==> src/rtl/core/pls_pkg.sv <==
// ----------------------------------------------------------------------------
// pls_pkg: shared types and codes of the positional list store
// Operation and status codes, transaction structs and the cell control bundle.
// ----------------------------------------------------------------------------
package pls_pkg;

	localparam int IDX_W = 10;

	localparam logic [2:0] OP_INS_FRONT = 3'd0;
	localparam logic [2:0] OP_INS_BACK  = 3'd1;
	localparam logic [2:0] OP_INS_POS   = 3'd2;
	localparam logic [2:0] OP_DEL_FRONT = 3'd3;
	localparam logic [2:0] OP_DEL_BACK  = 3'd4;
	localparam logic [2:0] OP_DEL_POS   = 3'd5;
	localparam logic [2:0] OP_READ      = 3'd6;

	localparam logic [1:0] ST_DONE    = 2'd0;
	localparam logic [1:0] ST_INVALID = 2'd1;
	localparam logic [1:0] ST_FULL    = 2'd2;

	typedef struct packed {
		logic [2:0]         op;
		logic signed [31:0] value;
		logic [6:0]         position;
	} req_t;

	typedef struct packed {
		logic [1:0]         status;
		logic [6:0]         entry_count;
		logic signed [31:0] read_value;
	} rsp_t;

	typedef struct packed {
		logic             ins;
		logic             del;
		logic             rd;
		logic [IDX_W-1:0] idx;
	} cell_ctl_t;

endpackage

==> src/rtl/core/pls_cell.sv <==
// ----------------------------------------------------------------------------
// pls_cell: one storage cell of the list
// Holds one entry and moves it toward its upper or lower neighbor.
// ----------------------------------------------------------------------------
module pls_cell #(
	parameter int IDX = 0
) (
	input  logic                    clk,
	input  pls_pkg::cell_ctl_t      ctl,
	input  logic signed [31:0]      value,
	input  logic signed [31:0]      lower,
	input  logic signed [31:0]      upper,
	output logic signed [31:0]      data,
	output logic signed [31:0]      hit
);
	import pls_pkg::*;

	localparam logic [IDX_W-1:0] MY_IDX = IDX_W'(IDX);

	logic signed [31:0] data_q;

	always_ff @(posedge clk) begin
		if (ctl.ins && MY_IDX > ctl.idx) begin
			data_q <= lower;
		end else if (ctl.ins && MY_IDX == ctl.idx) begin
			data_q <= value;
		end else if (ctl.del && MY_IDX >= ctl.idx) begin
			data_q <= upper;
		end
	end

	assign data = data_q;
	assign hit  = (ctl.rd && MY_IDX == ctl.idx) ? data_q : '0;

endmodule

==> config.mk <==
export PLATFORM = sky130hd
export DESIGN_NAME = pls_cell
export DESIGN_NICKNAME = d
export VERILOG_FILES = /design/src/rtl/core/pls_pkg.sv /design/src/rtl/core/pls_cell.sv
export SDC_FILE = /design/constraint.sdc
export NUM_CORES = 1
export LEC_CHECK = 0
export ABC_AREA = 1
export BUFFER_PORTS_ARGS = -buffer_cell sky130_fd_sc_hd__buf_4
export CAP_MARGIN = 20
export CORE_UTILIZATION = 34
export DETAILED_ROUTE_END_ITERATION = 8
export PLACE_DENSITY = 0.75
export SETUP_SLACK_MARGIN = 0.1
export SLEW_MARGIN = 20
export SYNTH_ARGS = -nofsm -noshare
export SYNTH_HDL_FRONTEND = slang
export SYNTH_SLANG_ARGS = --single-unit
==> constraint.sdc <==
create_clock -name clk -period 1.9 [get_ports clk]
set_input_delay 0.095 -clock clk [delete_from_list [all_inputs] [get_ports clk]]
set_output_delay 0.095 -clock clk [all_outputs]
set_load 0.03 [all_outputs]
## Yosys cells after proc, flatten, opt, wreduce, memory -nomap -nowiden

Index checks and enable logic that the tools add are counted.
W data, S select, Z words.

| word-level totals | value |
|---|---|
| register bits after elaboration | 32 |
| latch bits | 0 |
| memory bits (writable) | 0 |
| memory bits (read-only) | 0 |
| bits of input ports | 110 |
| output and inout bits | 64 |
| memories kept | 0 |

| operators by class | value |
|---|---|
| add/subtract/negate cells | 0 |
| multiply operators | 0 |
| divide/modulo/power cells | 0 |
| order comparisons | 2 |
| equality and inequality tests | 0 |
| shift-type cells | 0 |
| mux-type cells | 4 |
| bitwise gates (word level) | 0 |
| reductions and logical operators | 6 |

Operators with widths:

| kind | number |
|---|---|
| $mux W32 | 4 |
| $ge A1 B10 Y1 const A | 1 |
| $gt A1 B10 Y1 const A | 1 |
| $logic_not A10 Y1 | 1 |
| $logic_and A1 B1 Y1 | 4 |
| $reduce_bool A3 Y1 | 1 |

## Depth between registers and ports, before layout

| depth | value |
|---|---|
| word-level depth | 5 |
| depth in mapped cells | 7 |
| mapped depth without buffers | 6 |

## Worst setup path before layout

OpenSTA, ideal clock, no wires.

| path | value |
|---|---|
| path type | input to register |
| from | in ctl[5] (netlist bit) |
| to | reg data_q[0], in the netlist data[0] (enable) |
| arrival time | 1,496 ps |
| required time | 1,511 ps |
| slack | 15 ps |
| cell stages on the path | 5 |
| path buffers | 1 |
| cell sequence | or2_4 -> nor2_8 -> nand3_4 -> buf_6 -> nand2_1 |

| on the way | value |
|---|---|
| longest elaborated chain between the ends | 3 |

Ends and longest elaborated chain:

| element | line | text |
|---|---|---|
| from (decl) | pls_cell.sv:9 | `input pls_pkg::cell_ctl_t ctl,` |
| $gt A1 B10 Y1, or another cell as far along | pls_cell.sv:23 | `if (ctl.ins && MY_IDX > ctl.idx) begin` |
| $logic_and A1 B1 Y1, on equally long branches | pls_cell.sv:23, pls_cell.sv:25, pls_cell.sv:27 |  |
| $reduce_bool A3 Y1 (no source line) (*) | - |  |
| to (signal assigned) | pls_cell.sv:24 | `data_q <= lower;` |
| to (signal assigned) | pls_cell.sv:26 | `data_q <= value;` |
| to (signal assigned) | pls_cell.sv:28 | `data_q <= upper;` |
| to (decl) | pls_cell.sv:20 | `logic signed [31:0] data_q;` |

Every way passes the cells marked *; elsewhere a longest branch is shown, timed or not.
A chain may end at the register's enable or synchronous reset.

## Worst setup path after layout

| path | value |
|---|---|
| from | in ctl[5] (netlist bit) |
| to | out hit[0] |

| on the way | value |
|---|---|
| longest elaborated chain between the ends | 3 |

Ends and longest elaborated chain:

| element | line | text |
|---|---|---|
| $logic_not A10 Y1 | pls_cell.sv:33 | `assign hit = (ctl.rd && MY_IDX == ctl.idx) ? data_q : '0;` |
| $logic_and A1 B1 Y1 | pls_cell.sv:33 |  |
| $mux W32 | pls_cell.sv:33 |  |
| to (decl) | pls_cell.sv:14 | `output logic signed [31:0] hit` |

Every way passes these cells.

==> impl_metrics.toml <==
[worst_setup_path]
critical_path.startpoint_type = "input pin"
crit_path_end_kind = "primary output"
required_ps = 1800
criticalPathCategory = "in -> out"
critPathMaxFanout = 21
cp.arrival_ps = 1340

[sta]
setup_violations = 0
tns_ps = 0
tightest_slew_ps = 364
min_period_ps = 1440
finalCritPeriodShare_pct = 75.6
max_slew_margin_pct = 75.7
drv_slew = 0
finalHoldViolCount = 0
fmax_ghz = 0.697
rsz0062_at_grt = "false"

[logic_synthesis]
yosys.area.top_type = "edfxtp_1"
yosysSeqAreaShare_pct = 49.1
synth_area_um2 = 1960
synthDistinctLibCells = 15
yosys-top-cells-area = "edfxtp_1 49%, nand2_1 13%, nand4_1 10%"
synth_top_area_share_pct = 49.1
syn_avg_cell_area_um2 = 8.73
synth_cells = 224
synth_seq_cells = 32
yosys_warnings = 0
synthesis.nets = 334

[final_layout]
final_area_um2 = 3140
area_growth_pct = 60.3
fin_cells = 438
fin_nets = 475
drive_above_1_share_pct = 52.7
largest_register_ffs = 32
antenna_cells = 0

[place]
dpl.hpwl_mm = 4.23
dp_cells = 430
port_buffers = 141
postPlaceCellArea_um2 = 3050
gp_congestion = 0.713

[floorplanning]
die_h_um = 77.8
coreArea_um2 = 5540
dieArea_um2 = 6060
pin_count = 174
rows = 27
initial_core_util_pct = 35.3
fp.dieW_um = 77.8

[clocking]
cts-root-buf = "clkbuf_8"
tritoncts = "yes"
post_cts_buffers = 0
numCtsBuffers = 5
htreeDepth = 2
hold_buffers = 0
clk_pin_slew_worst_paths_ps = 70
cts.sinks = 32
clock_path_buffers = 2
post_cts_resize_count = 0

[power_and_ir_drop]
p_leak_nw = 1.64
ir_drop_mv = 0.242
powerDensity_nw_per_um2 = 462

[grt]
grt_pass1_vias = 1833
grt_usage_pct = 18.0
grt_overflow = 0
grt_max_degree = 34
antenna_found_initial = 0
grt_pass1_wl_mm = 8.31

[routing]
drtPass1Iterations = 4
ant_nets = 0
drc = 0
vias = 1989
route.final.wire_length_mm = 5.46
wire_per_inst_um = 12.5
viasPerCell = 4.54
drt_iter0_markers = 80

[outcome]
status = "complete, no violations"

[flow_run]
drv_cap = 0

[worst_hold_path]
hold_class = "in -> reg"
## path summary, 6_finish.rpt
kind,cells after the start,from,endpoint,slack (ps)
worst max-delay path,7,ctl[5],hit[0],460
worst min-delay path,3,upper[31],data[31],80
## cell type report
cell class | instances | area (µm²)
Multi-Input combinational cell | 140 | 741
Clock buffer | 5 | 68.8
Sequential cell | 32 | 961
Tap cell | 72 | 90.1
Inverter | 36 | 135
Timing Repair Buffer | 150 | 1130
Clock inverter | 3 | 13.8
Fill cell | 507 | 2400
## worst max-delay path, cell delays in order
cell and delay, ps:
buf_4 110, or2_4 260, nor2_8 230, nand3_4 90, buf_4 250, nor2_1 130, buf_4 170
## per-stage QoR
stage / hold WS, ps / worst slack, ps / total power (W) / utilization [%]
6_report: 76.0 / 464 / 0.00145 / 56.6
5_1_grt: 76.5 / 352 / 0.00151 / 56.6
4_1_cts: 67.1 / 460 / 0.00147 / 56.6
3_5_place_dp: 361 / 357 / 0.000981 / 55.1
3_3_place_gp: 358 / 369 / 0.000977 / 55.1
2_1_floorplan: 274 / 322 / 0.000849 / -
## logic make-up after synthesis
group | Yosys count | share of synthesized area [%]
flops | 32 | 49.1
simple gates | 140 | 37.7
buf+inv | 52 | 13.1
## layer usage
metal	up-vias	track usage (%)	routed length (µm)
met3	4	4.71	453
met4	0	5.09	51
li1	1003	-	-
met1	884	19.1	2040
met2	98	34.3	2920
met5	-	0	0
## synth_stat cells
cell type	instances
buf_6	6
nand4_1	32
clkbuf_1	3
nor2_1	4
nor2_2	30
inv_1	36
or2_4	1
buf_4	3
nor2_8	1
nand3_1	1
buf_2	4
nand2_1	68
nor2_4	1
edfxtp_1	32
nand3_4	2
## cell usage in the layout, fill, tap and decap left out
| master | count |
|---|---|
| inv_1 | 36 |
| clkinv_1 | 1 |
| nand2_2 | 1 |
| nor2_4 | 1 |
| nor2_2 | 30 |
| nand3_4 | 2 |
| nand2_1 | 67 |
| buf_4 | 150 |
| clkinv_2 | 2 |
| or2_4 | 1 |
| clkbuf_8 | 5 |
| nor2_8 | 1 |
| nand4_1 | 32 |
| nor2_1 | 4 |
| nand3_1 | 1 |
| edfxtp_1 | 32 |
## power by group
group	leakage [nW]	switching, W	internal, W
clock	0.0453	0.000238	0.000248
combinational	1.31	0.0000678	0.000119
sequential	0.288	0.000000462	0.000777
total	1.64	0.000306	0.00114
(Power assumes the default switching activity.)
